--- src/rtl/core/ucf_pkg.sv ---
// package of shared widths, register codes and decode helpers for the utf8 codepoint filter
package ucf_pkg;

    localparam int CP_W     = 21;
    localparam int ASCII_W  = 7;
    localparam int BYTE_W   = 8;
    localparam int CFG_IX_W = 3;
    localparam int MAX_RES  = 4;
    localparam int RES_CNT_W = 3;
    localparam int RES_IX_W  = 2;

    localparam logic [CFG_IX_W-1:0] CFG_KEEP_LIMIT   = 3'd0;
    localparam logic [CFG_IX_W-1:0] CFG_BAND_LOW     = 3'd1;
    localparam logic [CFG_IX_W-1:0] CFG_BAND_HIGH    = 3'd2;
    localparam logic [CFG_IX_W-1:0] CFG_STRIP_FIRST  = 3'd3;
    localparam logic [CFG_IX_W-1:0] CFG_STRIP_SECOND = 3'd4;

    localparam logic [CP_W-1:0]    RST_KEEP_LIMIT   = 21'h00024F;
    localparam logic [CP_W-1:0]    RST_BAND_LOW     = 21'h002000;
    localparam logic [CP_W-1:0]    RST_BAND_HIGH    = 21'h00206F;
    localparam logic [ASCII_W-1:0] RST_STRIP_FIRST  = 7'h2A;
    localparam logic [ASCII_W-1:0] RST_STRIP_SECOND = 7'h23;

    typedef logic [BYTE_W-1:0] t_byte;
    typedef logic [CP_W-1:0]   t_cp;

    function automatic logic [2:0] lead_length(input t_byte c);
        logic [2:0] len;
        len = 3'd1;
        if ((c & 8'hE0) == 8'hC0) begin
            len = 3'd2;
        end else if ((c & 8'hF0) == 8'hE0) begin
            len = 3'd3;
        end else if ((c & 8'hF8) == 8'hF0) begin
            len = 3'd4;
        end
        return len;
    endfunction

    function automatic logic is_strip(input t_byte c, input logic [ASCII_W-1:0] s1,
                                      input logic [ASCII_W-1:0] s2);
        return (c == {1'b0, s1}) || (c == {1'b0, s2});
    endfunction

    function automatic t_cp cp_decode(input logic [2:0] len, input t_byte b0, input t_byte b1,
                                      input t_byte b2, input t_byte b3);
        t_cp cp;
        case (len)
            3'd2:    cp = {10'd0, b0[4:0], b1[5:0]};
            3'd3:    cp = {5'd0, b0[3:0], b1[5:0], b2[5:0]};
            3'd4:    cp = {b0[2:0], b1[5:0], b2[5:0], b3[5:0]};
            default: cp = {13'd0, b0};
        endcase
        return cp;
    endfunction

endpackage

--- src/rtl/core/utf8_codepoint_filter.sv ---
// top level of the utf8 codepoint filter: sequence assembly, decode, keep test and result buffer
//
// channel   dir  handshake                 payload
// s (in)    in   i_s_tvalid / o_s_tready   tdata in_byte, tlast in_last
// m (out)   out  o_m_tvalid / i_m_tready   tdata out_byte, tlast run_last,
//                                          tuser {text_end, byte_valid}
// cfg       in   i_cfg_valid / o_cfg_ready index 0..4, data 21 bits
//
// one input byte is decoded in the cycle it is accepted and its results land in a
// four-entry buffer; results leave one per cycle while the output is not stalled, so a byte
// with results holds the input until its last result leaves, and a byte with none leaves it ready
// the next byte is taken in the same cycle as the last buffered result leaves
// synchronous reset clears the held sequence and the buffer and loads the registers' reset values
// stalls on the output hold the buffer and back-pressure the input
module utf8_codepoint_filter
    import ucf_pkg::*;
(
    input  logic                i_clk,
    input  logic                i_rst_n,
    input  logic                i_s_tvalid,
    output logic                o_s_tready,
    input  logic [7:0]          i_s_tdata,     // [7:0] in_byte
    input  logic                i_s_tlast,
    output logic                o_m_tvalid,
    input  logic                i_m_tready,
    output logic [7:0]          o_m_tdata,     // [7:0] out_byte
    output logic [1:0]          o_m_tuser,     // [0] byte_valid, [1] text_end
    output logic                o_m_tlast,
    input  logic                i_cfg_valid,
    output logic                o_cfg_ready,
    input  logic [CFG_IX_W-1:0] i_cfg_index,
    input  logic [CP_W-1:0]     i_cfg_data
);

    logic [CP_W-1:0]    r_keep_limit, r_band_low, r_band_high;
    logic [ASCII_W-1:0] r_strip_first, r_strip_second;

    t_byte          r_pend [3];
    logic [1:0]     r_pcount, n_pcount;
    logic [2:0]     r_seqlen, n_seqlen;

    t_byte                 r_obyte [MAX_RES];
    t_byte                 n_obyte [MAX_RES];
    logic [RES_CNT_W-1:0]  r_ocnt, n_ocnt;
    logic [RES_IX_W-1:0]   r_oidx;
    logic                  r_marker, n_marker;
    logic                  r_end;

    logic       s_acc, m_acc, last_ent;
    t_byte      b, t0;
    t_byte      w [MAX_RES];
    logic [2:0] n_len;
    logic       complete, trunc, pair, keep, e0, e1;
    t_cp        cp;
    logic [RES_CNT_W-1:0] k;

    assign o_cfg_ready = 1'b1;

    assign last_ent   = ({1'b0, r_oidx} == (r_ocnt - 3'd1));
    assign o_m_tvalid = (r_ocnt != '0);
    assign m_acc      = o_m_tvalid && i_m_tready;
    assign o_s_tready = (r_ocnt == '0) || (i_m_tready && last_ent);
    assign s_acc      = i_s_tvalid && o_s_tready;

    assign o_m_tdata  = r_obyte[r_oidx];
    assign o_m_tlast  = last_ent;
    assign o_m_tuser  = {r_end && last_ent, !r_marker};

    assign b     = i_s_tdata;
    assign n_len = {1'b0, r_pcount} + 3'd1;

    always_comb begin
        w[0] = (r_pcount > 2'd0) ? r_pend[0] : b;
        w[1] = (r_pcount > 2'd1) ? r_pend[1] : b;
        w[2] = (r_pcount > 2'd2) ? r_pend[2] : b;
        w[3] = b;
    end

    assign complete = (r_pcount != '0) && (n_len >= r_seqlen);
    assign trunc    = (r_pcount != '0) && i_s_tlast && !complete;
    assign pair     = trunc && (r_pcount == 2'd2) && (lead_length(r_pend[1]) == 3'd2);

    assign cp   = pair ? cp_decode(3'd2, r_pend[1], b, '0, '0)
                       : cp_decode(r_seqlen, w[0], w[1], w[2], w[3]);
    assign keep = (cp <= r_keep_limit) || ((cp >= r_band_low) && (cp <= r_band_high));

    // tail of a cut-short sequence: the bytes after the dropped lead
    assign t0 = (r_pcount == 2'd1) ? b : r_pend[1];
    assign e0 = !is_strip(t0, r_strip_first, r_strip_second) && !t0[7];
    assign e1 = (r_pcount == 2'd2) && !pair
                && !is_strip(b, r_strip_first, r_strip_second) && !b[7];

    always_comb begin
        for (int i = 0; i < MAX_RES; i++) begin
            n_obyte[i] = '0;
        end
        k        = '0;
        n_marker = 1'b0;
        n_pcount = r_pcount;
        n_seqlen = r_seqlen;
        if (r_pcount == '0) begin
            if (!is_strip(b, r_strip_first, r_strip_second)) begin
                if (!b[7]) begin
                    n_obyte[0] = b;
                    k          = 3'd1;
                end else if (!i_s_tlast && (lead_length(b) > 3'd1)) begin
                    n_pcount = 2'd1;
                    n_seqlen = lead_length(b);
                end
            end
        end else if (complete) begin
            if (keep) begin
                n_obyte = w;
                k       = r_seqlen;
            end
            n_pcount = '0;
            n_seqlen = 3'd1;
        end else if (trunc) begin
            if (pair) begin
                if (keep) begin
                    n_obyte[0] = r_pend[1];
                    n_obyte[1] = b;
                    k          = 3'd2;
                end
            end else begin
                if (e0) begin
                    n_obyte[0] = t0;
                    k          = 3'd1;
                end
                if (e1) begin
                    n_obyte[k[1:0]] = b;
                    k               = k + 3'd1;
                end
            end
        end else begin
            n_pcount = n_len[1:0];
        end
        if (i_s_tlast) begin
            n_pcount = '0;
            n_seqlen = 3'd1;
            if (k == '0) begin
                n_marker = 1'b1;
                k        = 3'd1;
            end
        end
        n_ocnt = k;
    end

    always_ff @(posedge i_clk) begin
        if (!i_rst_n) begin
            r_keep_limit   <= RST_KEEP_LIMIT;
            r_band_low     <= RST_BAND_LOW;
            r_band_high    <= RST_BAND_HIGH;
            r_strip_first  <= RST_STRIP_FIRST;
            r_strip_second <= RST_STRIP_SECOND;
        end else if (i_cfg_valid && o_cfg_ready) begin
            case (i_cfg_index)
                CFG_KEEP_LIMIT:   r_keep_limit   <= i_cfg_data;
                CFG_BAND_LOW:     r_band_low     <= i_cfg_data;
                CFG_BAND_HIGH:    r_band_high    <= i_cfg_data;
                CFG_STRIP_FIRST:  r_strip_first  <= i_cfg_data[ASCII_W-1:0];
                CFG_STRIP_SECOND: r_strip_second <= i_cfg_data[ASCII_W-1:0];
                default: ;
            endcase
        end
    end

    always_ff @(posedge i_clk) begin
        if (!i_rst_n) begin
            r_pcount <= '0;
            r_seqlen <= 3'd1;
        end else if (s_acc) begin
            r_pcount <= n_pcount;
            r_seqlen <= n_seqlen;
        end
    end

    always_ff @(posedge i_clk) begin
        if (s_acc && (r_pcount != '0) && !complete && !i_s_tlast) begin
            r_pend[r_pcount] <= b;
        end else if (s_acc && (r_pcount == '0)) begin
            r_pend[0] <= b;
        end
    end

    always_ff @(posedge i_clk) begin
        if (!i_rst_n) begin
            r_ocnt <= '0;
            r_oidx <= '0;
        end else if (s_acc) begin
            r_ocnt <= n_ocnt;
            r_oidx <= '0;
        end else if (m_acc) begin
            if (last_ent) begin
                r_ocnt <= '0;
                r_oidx <= '0;
            end else begin
                r_oidx <= r_oidx + 2'd1;
            end
        end
    end

    always_ff @(posedge i_clk) begin
        if (s_acc) begin
            r_obyte  <= n_obyte;
            r_marker <= n_marker;
            r_end    <= i_s_tlast;
        end
    end

endmodule

--- config.mk ---
export PLATFORM = sky130hd
export DESIGN_NAME = utf8_codepoint_filter
export DESIGN_NICKNAME = d
export VERILOG_FILES = /design/src/rtl/core/ucf_pkg.sv /design/src/rtl/core/utf8_codepoint_filter.sv
export SDC_FILE = /design/constraint.sdc
export NUM_CORES = 1
export LEC_CHECK = 0
export ABC_AREA = 0
export BUFFER_PORTS_ARGS = -buffer_cell sky130_fd_sc_hd__buf_2
export CAP_MARGIN = 15
export CORE_ASPECT_RATIO = 1.25
export CORE_MARGIN = 3
export CORE_UTILIZATION = 25
export DETAILED_ROUTE_END_ITERATION = 7
export GPL_TIMING_DRIVEN = 0
export PLACE_DENSITY_LB_ADDON = 0.05
export SKIP_LAST_GASP = 1
export SLEW_MARGIN = 20
export SYNTH_ARGS = -nofsm -noshare
export SYNTH_HDL_FRONTEND = slang
export SYNTH_SLANG_ARGS = --single-unit
--- constraint.sdc ---
create_clock -name i_clk -period 10.8 [get_ports i_clk]
set_clock_uncertainty 0.1 [all_clocks]
set_input_delay 1.08 -clock i_clk [delete_from_list [all_inputs] [get_ports i_clk]]
set_output_delay 1.08 -clock i_clk [all_outputs]
set_load 0.005 [all_outputs]
; After elaboration in Yosys (flattened, before gate mapping)
; Memories as Yosys holds them, arrays and structs flattened.
; Index checks and enable logic that the tools add are counted.
[op_classes]
n_eq_ne = 25
bitwise_logic = 3
add_sub_neg = 4
n_mul = 0
div = 0
shifts = 0
n_mux = 78
n_reduce_logical = 51
magnitude_cmp = 11
[op_table]
columns = cell, n
row1 = two-way mux 32 bit, 4
row2 = two-way mux 8 bit, 14
row3 = two-way mux 3 bit, 30
row4 = case mux 21 bit (3 select lines), 1
row5 = two-way mux 16 bit, 3
row6 = less-or-equal comparator 21 bit, 2
row7 = bitwise mux 32 bit, 1
row8 = == test 8 x 7 -> 1 bit, 4
row9 = greater-or-equal comparator 21 bit, 1
row10 = two-way mux 21 bit, 1
row11 = logical AND 1 bit, 20
row12 = two-way mux 2 bit, 10
row13 = binary-select mux 8 bit (select 2 bit), 1
row14 = demux 8 bit (select 2 bit), 1
row15 = "== test 3 x 2 -> 1 bit, second input constant", 5
row16 = two-way mux 7 bit, 2
row17 = "== test 3 bit, second input constant", 4
row18 = AND reduction 2 bit, 6
row19 = "== test 5 bit, second input constant", 2
row20 = two-way mux 1 bit, 10
row21 = AND reduction 5 bit, 2
row22 = zero test 3 bit, 3
row23 = "inequality test 3 bit, second input constant", 3
row24 = "== test 4 bit, second input constant", 2
row25 = other kinds (24), 40
[totals]
ram_bits = 24
memories = 1
input_bits = 38
latch_bits = 0
wordCells = 188
out_inout_bits = 14
register_bits = 121
mem_bits_ro = 0
[memory_table]
columns = memory, words, width, read_ports, rd_clocked_by_memory_dff, wr, line
row1 = r_pend, 3, 8, 3, 0, 1, utf8_codepoint_filter.sv:38  ; t_byte r_pend [3];

; Logic depth before layout (Yosys ltp)
; Gate-level depths: netlist of the first run.
[logic_depth]
word_depth = 22
ltp_mapped = 21
ltp_nobuf = 18

; Worst setup path before layout of the first run
; OpenSTA, ideal clock, no wires.
[synth_timing]
path_type = reg-to-reg
from = register r_pcount[0]
to = register r_marker (data pin)
path_stages_with_launch = 18
required_ns = 10.439
setup_ns = 0.261
synth_period_minus_slack_ns = 4.519
n_path_buf = 2
arrival_time_ns = 4.158
setup_slack_ns = 6.281
cell_sequence = dfxtp_1 > inv_1 > ha_1 > ha_1 > and2_1 > a21boi_1 > and3_1 > clkbuf_1 > clkbuf_1 > a21oi_1 > ha_1 > a21oi_1 > o21ai_0 > a221o_1 > a211oi_2 > a21oi_2 > o21a_1 > o311a_1
[synth_via]
elab_chain_cells = 19
word_cells_on_any_way = 51
cone_classes = add/sub (2) / order compare (7) / eq/ne (4) / mux (19) / reduce/logical (19)
[synth_lines]
columns = element, line
row1 = start: declaration, utf8_codepoint_filter.sv:39  ; logic [1:0] r_pcount, n_pcount;
row2 = start signal: assignment, utf8_codepoint_filter.sv:173  ; r_pcount <= n_pcount;
row3 = "parallel branches: the longest is 16 deep, another holds greater-or-equal comparator 21 bit", --
row4 = two-way mux 3 bit (*), utf8_codepoint_filter.sv:101  ; if (r_pcount == '0) begin
row5 = zero test 3 bit (*), utf8_codepoint_filter.sv:141  ; if (k == '0) begin
row6 = two-way mux 1 bit (*), utf8_codepoint_filter.sv:141
row7 = end signal: assignment, utf8_codepoint_filter.sv:206  ; r_marker <= n_marker;
row8 = end: declaration, utf8_codepoint_filter.sv:46  ; logic r_marker, n_marker;
; Mark *: on every way between the ends. The select of a mux whose other input is x is not followed.
; A chain may end at the register's enable or synchronous reset.

; Worst setup path in the final report of the first run
[layout_timing]
from = register r_seqlen[2]
to = register r_obyte[13] (netlist bit) (data pin)
[layout_via]
elab_chain_cells = 14
word_cells_on_any_way = 25
cone_classes = order compare (4) / eq/ne (3) / mux (7) / reduce/logical (11)
[layout_lines]
columns = element, line
row1 = start: declaration, utf8_codepoint_filter.sv:40  ; logic [2:0] r_seqlen, n_seqlen;
row2 = start signal: assignment, utf8_codepoint_filter.sv:174  ; r_seqlen <= n_seqlen;
row3 = "parallel branches: the longest is 13 deep, another holds greater-or-equal comparator 21 bit", --
row4 = two-way mux 32 bit (*), utf8_codepoint_filter.sv:111  ; end else if (complete) begin
row5 = end signal: assignment, utf8_codepoint_filter.sv:205  ; r_obyte <= n_obyte;
row6 = end: declaration, utf8_codepoint_filter.sv:42  ; t_byte r_obyte [MAX_RES];
; Mark *: on every way between the ends.

==> impl_metrics.ini, run 1 <==
[floorplan]
die_y_um = 217
ioPinCount = 52
dieArea_um2 = 37800
die_width_um = 175
core-area_um2 = 34800
initial_core_util_pct = 25.5
num_rows = 76

[power]
power.leakage_nw = 3.97
power.density_nw_per_um2 = 142
clockPowerShare_pct = 44.5
switching_power_mw = 0.403
vdd_drop_max_v = 0.0000820
swShare_pct = 27.4
combPwrFrac_pct = 13.9
pwr-share-seq_pct = 41.5
power.internal_mw = 1.07

[drt]
drt_iter0_drc = 389
vias = 7351
wirelength_mm = 32.1
drc_errors = 0
firstDrtPassIters = 5
wire_per_inst_um = 20.6
postRouteAntennaNets = 0
avgViaCountPerCell = 4.71

[clock_tree]
clk_path_buf_depth = 2
cts_setup_buffers = 0
cts_tree = built
cts_buffers = 17
cts_resized = 0
cts.htree.levels = 4
clockRootBuffer = clkbuf_16
cts_sinks = 145
clk_latency_ns = 0.46
clkTransAtPathRegs_ns = 0.06
postCtsHoldBufs = 0

[worst_setup_path]
crit_path_end_kind = flop
cp_max_fo = 10
critPathKind = reg2reg
cp-start-kind = flop
crit_arrival_ns = 6.57
crit_required_ns = 10.88

[logic_synthesis]
yosysWarnings = 0
synth-seq-cells = 145
syn_area_per_cell_um2 = 8.79
synth_top_area_share_pct = 19.6
synth_ff_type = dfxtp_1
seq_area_frac_synth_pct = 39.2
synthTopCellsByArea = dfxtp_1, edfxtp_1, ha_1, nand2_1, a21boi_0
synth-edff-count = 58
syn_nets = 1125
yosysMostFrequentCell = nand2_1
yosysUniqueCellTypes = 75
async_reset_ff_share_pct = 0
synth_common_cells = nand2_1, dfxtp_1, inv_1
syn_area_um2 = 8880
syn_inst = 1011
synth_largest_area_cell = dfxtp_1

[layout]
layout.nets = 1194
layout-drive-gt1-share_pct = 11.2
final_cells = 1562
area_growth_pct = 16.6
ff_latch_area_um2 = 3480
fillCellCount = 3848
multiInputGateArea_um2 = 4870

[timing]
finalSetupTns_ns = 0
drv_slew = 0
rsz0062_at_grt = no
final_hold_viol_count = 0
maxSlewHeadroom_pct = 28.5
worst_pin_slew_ns = 1.07
setup_viol = 0
fmaxAchievable_mhz = 154
fin_crit_ns = 6.49
min_period_over_period_pct = 60.1

[global_routing]
grt_use_met3_pct = 2.37
grt_pass1_vias = 7670
grt_max_degree = 44
grt_usage_pct = 17.5
antenna_found_initial = 0
grt_first_pass_wirelength_mm = 48.6
grt_overflow = 0
grt_util_met2_pct = 32.0
grtUsageMet1_pct = 20.2
gr-max-usage-layer = met2

[placement]
dp.cells = 1529
dpl.hpwl_mm = 25.1
io_buffers = 50
gp_congestion = 0.822

[job]
max_cap_violations = 0

[worst_hold_path]
hp-class = reg2reg

[status]
status = finished, final reports clean
## routing by layer
metal  share of wire (%)  vias to the layer above
li1                    -                     3673
met1                  42                     3480
met2                  51                      147
met3                 3.1                       51
met4                 3.5                        0
met5                   0                        -
## metrics by stage
| step | area, µm² | hold WS (ns) | power, mW | utilization (%) | worst slack (ns) |
|---|---|---|---|---|---|
| after detailed placement | 9720 | 0.358 | 0.833 | 27.9 | 4.25 |
| after floorplan | 8880 | 0.343 | 0.746 | - | 6.28 |
| after global routing | 10400 | 0.388 | 1.54 | 29.8 | 3.90 |
| final | 10400 | 0.361 | 1.47 | 29.8 | 4.31 |
| after CTS | 10400 | 0.366 | 1.49 | 29.8 | 4.23 |
| after global placement | 9720 | 0.353 | 0.833 | 27.9 | 4.21 |
## final cells by class
type	count	area share, %
antenna	1	0.0242
buffer	49	1.97
clock buffer	21	4.76
clock inverter	11	1.40
inverter	87	3.15
multi-input combinational	730	47.0
sequential	145	33.6
tap	468	5.65
timing repair buffer	50	2.42
## critical path, cell delays in order, from the launching register on
cell and delay, ns:
dfxtp_1 0.30, clkbuf_1 0.42, inv_1 0.19, ha_1 0.34
a21oi_1 0.17, a21boi_1 0.56, and3_1 0.25, clkbuf_1 0.36
clkbuf_1 0.53, a21oi_1 0.34, ha_1 0.37, nand4_1 0.12
nor3_1 0.41, o311a_1 0.28, a211oi_2 0.11, and2_1 0.22
a31oi_2 0.56, clkbuf_1 0.45, nor2_1 0.11
## power groups by stage
stage	registers, mW	logic [mW]	clock network, mW
4_1_cts	0.612	0.210	0.673
5_1_grt	0.614	0.230	0.693
3_5_place_dp	0.624	0.209	0
2_1_floorplan	0.618	0.129	0
3_3_place_gp	0.623	0.209	0
6_report	0.611	0.205	0.656
## path summary, 6_finish.rpt
path	cells past startpoint	endpoint	slack (ns)	start
worst max-delay path	18	r_obyte[13]$_SDFFCE_PN0P_	4.31	r_seqlen[2]$_SDFFE_PN0P_
worst min-delay path	2	r_band_high[17]$_SDFFE_PN0P_	0.36	r_band_high[17]$_SDFFE_PN0P_
worst max register to register	18	r_obyte[13]$_SDFFCE_PN0P_	4.31	r_seqlen[2]$_SDFFE_PN0P_
worst min register to register	2	r_band_high[17]$_SDFFE_PN0P_	0.36	r_band_high[17]$_SDFFE_PN0P_
## kinds of logic after synthesis
logic type	share of synthesized area [%]
xor gates and xnor gates	3.06
DFF	39.2
muxes	5.08
and+or+nand+nor	18.7
buffers and inverters	5.97
adders and majority gates	10.7
AOI/OAI and AO/OA	17.3
other	0.0422
## layout by cell type, fill, tap and decap left out, types with 4 or more instances in the layout
cell       synthesis  final
inv_1             86     86
nand3_1           28     28
dfxtp_1           87     87
nor2b_1            9      9
clkbuf_16          0     19
mux4_2             8      8
a221oi_1           4      4
edfxtp_1          58     58
o21ai_0           25     25
a21oi_1           51     51
ha_1              76     76
nand2_1          197    197
xor2_1            14     14
clkbuf_1          38     39
and4_1             5      5
buf_2              7     57
and2_1            11     11
mux2i_1           21     21
nand2b_1           4      4
a211oi_1           4      4
o221ai_1           7      7
o211ai_1          15     15
a21boi_0          60     60
o22ai_1            4      4
nand4_1            9      9
and3_1             4      4
o21a_1             4      4
nor3_1            11     11
xnor2_1           17     17
nor2_1            74     74
## sequential cells by signal, indices dropped and copies added (netlist names)
name / count
r_oidx: 2
r_ocnt: 3
r_obyte: 32
r_band_high: 21
r_pend: 24
r_seqlen: 3
r_end: 1
r_pcount: 2
r_strip_first: 7
r_keep_limit: 21
r_band_low: 21
r_marker: 1
r_strip_second: 7
Power figures use the tool's default switching activity.
==> run 2: changes to the inputs <==
==> constraint.sdc (replaced) <==
create_clock -name i_clk -period 6.5 [get_ports i_clk]
set_clock_uncertainty 0.1 [all_clocks]
set_input_delay 0.65 -clock i_clk [delete_from_list [all_inputs] [get_ports i_clk]]
set_output_delay 0.65 -clock i_clk [all_outputs]
set_load 0.005 [all_outputs]
==> run 2 against run 1 <==
Setup slack got worse by 3.7 ns. Via count decreased by 0.39%. Final area increased by 0.15%. Global-route usage unchanged. Critical endpoint is now r_obyte[28]$_DFFE_PP_.
==> impl_metrics.ini, run 2 (synthesis gave the netlist of run 1 again) <==
[status]
status = finished, final reports clean

[clock_tree]
clk_path_buf_depth = 2
cts_setup_buffers = 0
cts_buffers = 17
clkTransAtPathRegs_ns = 0.07
clk_latency_ns = 0.46
cts.htree.levels = 4
cts_sinks = 145
cts_tree = built
clockRootBuffer = clkbuf_16
postCtsHoldBufs = 0

[worst_setup_path]
crit_arrival_ns = 6.11
cp-start-kind = flop
crit_slowest_cell = a211oi_2
cp_max_fo = 10
critPathKind = reg2reg
cpPeakStageDelay_ns = 0.55
crit_path_end_kind = flop
cp_num_buf_inv = 4
crit_required_ns = 6.68
cpMostUsedCell = a21oi_1
cp_top_family = compound AO/OA/AOI/OAI gates
cp_cell_sequence = inv_1 -> ha_1 -> buf_6 -> nor2_1 -> clkbuf_2 -> nand2_1 -> o21ai_0 -> a21oi_1 -> o22ai_1 -> nor2_1 -> a21oi_1 -> ha_1 -> a21oi_1 -> o21ai_0 -> a221o_1 -> a211oi_2 -> and2_1 -> a31o_2 -> buf_2 -> nand2_1 -> o221ai_1

[drt]
avgViaCountPerCell = 4.69
postRouteAntennaNets = 0
wirelength_mm = 32.2
vias = 7322
drc_errors = 0
firstDrtPassIters = 5
drt_iter0_drc = 396
wire_per_inst_um = 20.6

[floorplan]
ioPinCount = 52
num_rows = 76
core-area_um2 = 34800
die_y_um = 217
die_width_um = 175
dieArea_um2 = 37800
initial_core_util_pct = 25.5

[layout]
final_cells = 1562
final_cell_mix = nand2_1, dfxtp_1, inv_1
final_common_cell = nand2_1
largest_register_ffs = 32
final_core_util_pct = 29.8
layout.nets = 1194
layout-drive-gt1-share_pct = 11.4
reg_top3 = r_obyte (32), r_pend (24)
fillCellCount = 3844
area_growth_pct = 16.8
top_register = r_obyte

[timing]
fmaxAchievable_mhz = 168
layout_setup_ws_ns = 0.561
finalSetupTns_ns = 0
rsz0062_at_grt = no
min_period_over_period_pct = 91.4
maxSlewHeadroom_pct = 28.1
fin_crit_ns = 5.94
final_hold_viol_count = 0
setup_viol = 0
drv_slew = 0
worst_pin_slew_ns = 1.07

[global_routing]
grt_overflow = 0
grt_max_degree = 44
gr-max-usage-layer = met2
grtUsageMet1_pct = 20.2
grt_pass1_vias = 7670
grt_use_met3_pct = 2.37
grt_util_met2_pct = 32.0
grt_first_pass_wirelength_mm = 48.6
antenna_found_initial = 0
grt_usage_pct = 17.5

[placement]
io_buffers = 50
dp.cells = 1529
place_ws_ns = -0.0484
gp_congestion = 0.822
dpl.hpwl_mm = 25.1

[job]
max_cap_violations = 0

[power]
power.internal_mw = 1.78
power.density_nw_per_um2 = 236
combPwrFrac_pct = 14.0
vdd_drop_max_v = 0.000136
power.leakage_nw = 3.98
pwr-share-seq_pct = 41.5
clockPowerShare_pct = 44.5
switching_power_mw = 0.671
swShare_pct = 27.4

[worst_hold_path]
hp-class = in2reg
-- run 2: cell counts in the layout (fill, tap and decap cells not counted) --
No cell type changed its count.
-- run 2: timing repair --
action,4_1_cts,5_1_grt
endpoints found under the hold margin,0,0
endpoints found under the setup margin,9,25
resized for setup,1,4
-- run 2: power by group through the flow --
stage | Combinational [mW] | Clock, mW | Sequential, mW
floorplan | 0.214 | 0 | 1.03
global placement | 0.348 | 0 | 1.04
detailed placement | 0.347 | 0 | 1.04
CTS | 0.348 | 1.12 | 1.02
global route | 0.384 | 1.15 | 1.02
finish | 0.342 | 1.09 | 1.02
-- run 2: through the flow --
step	cell area (µm²)	power (mW)	hold slack, ns
5_1_grt	10400	2.56	0.325
2_1_floorplan	8880	1.24	0.343
3_5_place_dp	9720	1.38	0.358
6_report	10400	2.45	0.323
4_1_cts	10400	2.48	0.307
3_3_place_gp	9720	1.38	0.353
-- run 2: cell type report --
| class | instances | area, µm² | share of cell area [%] |
|---|---|---|---|
| Tap cell | 468 | 586 | 5.64 |
| Inverter | 87 | 327 | 3.15 |
| Multi-Input combinational cell | 730 | 4880 | 47.1 |
| Clock buffer | 21 | 493 | 4.75 |
| Antenna cell | 1 | 2.50 | 0.0241 |
| Buffer | 49 | 206 | 1.99 |
| Sequential cell | 145 | 3480 | 33.6 |
| Clock inverter | 11 | 145 | 1.40 |
| Timing Repair Buffer | 50 | 250 | 2.41 |
-- run 2: worst paths after layout --
path / startpoint / to / slack, ns / cells after the start
setup / recovery: r_pcount[1]$_SDFFE_PN0P_ / r_obyte[28]$_DFFE_PP_ / 0.56 / 21
setup reg to reg: r_pcount[1]$_SDFFE_PN0P_ / r_obyte[28]$_DFFE_PP_ / 0.56 / 21
hold / removal: i_s_tdata[0] / r_pend[1][0]$_DFFE_PP_ / 0.32 / 1
hold reg to reg: r_band_high[17]$_SDFFE_PN0P_ / r_band_high[17]$_SDFFE_PN0P_ / 0.36 / 2
-- run 2: routing by layer --
metal,vias up,part of all wire (%)
li1,3676,-
met1,3459,42
met2,135,51
met3,52,2.7
met4,0,3.6
met5,-,0
-- run 2: worst reg2reg max path: cells and delay by family, from the launching register on --
kind	cells	cell delay, ns
compound gates	10	2.57
buf+inv	4	1.05
simple gates	5	0.97
fa+ha+maj	2	0.65
flops	1	0.46
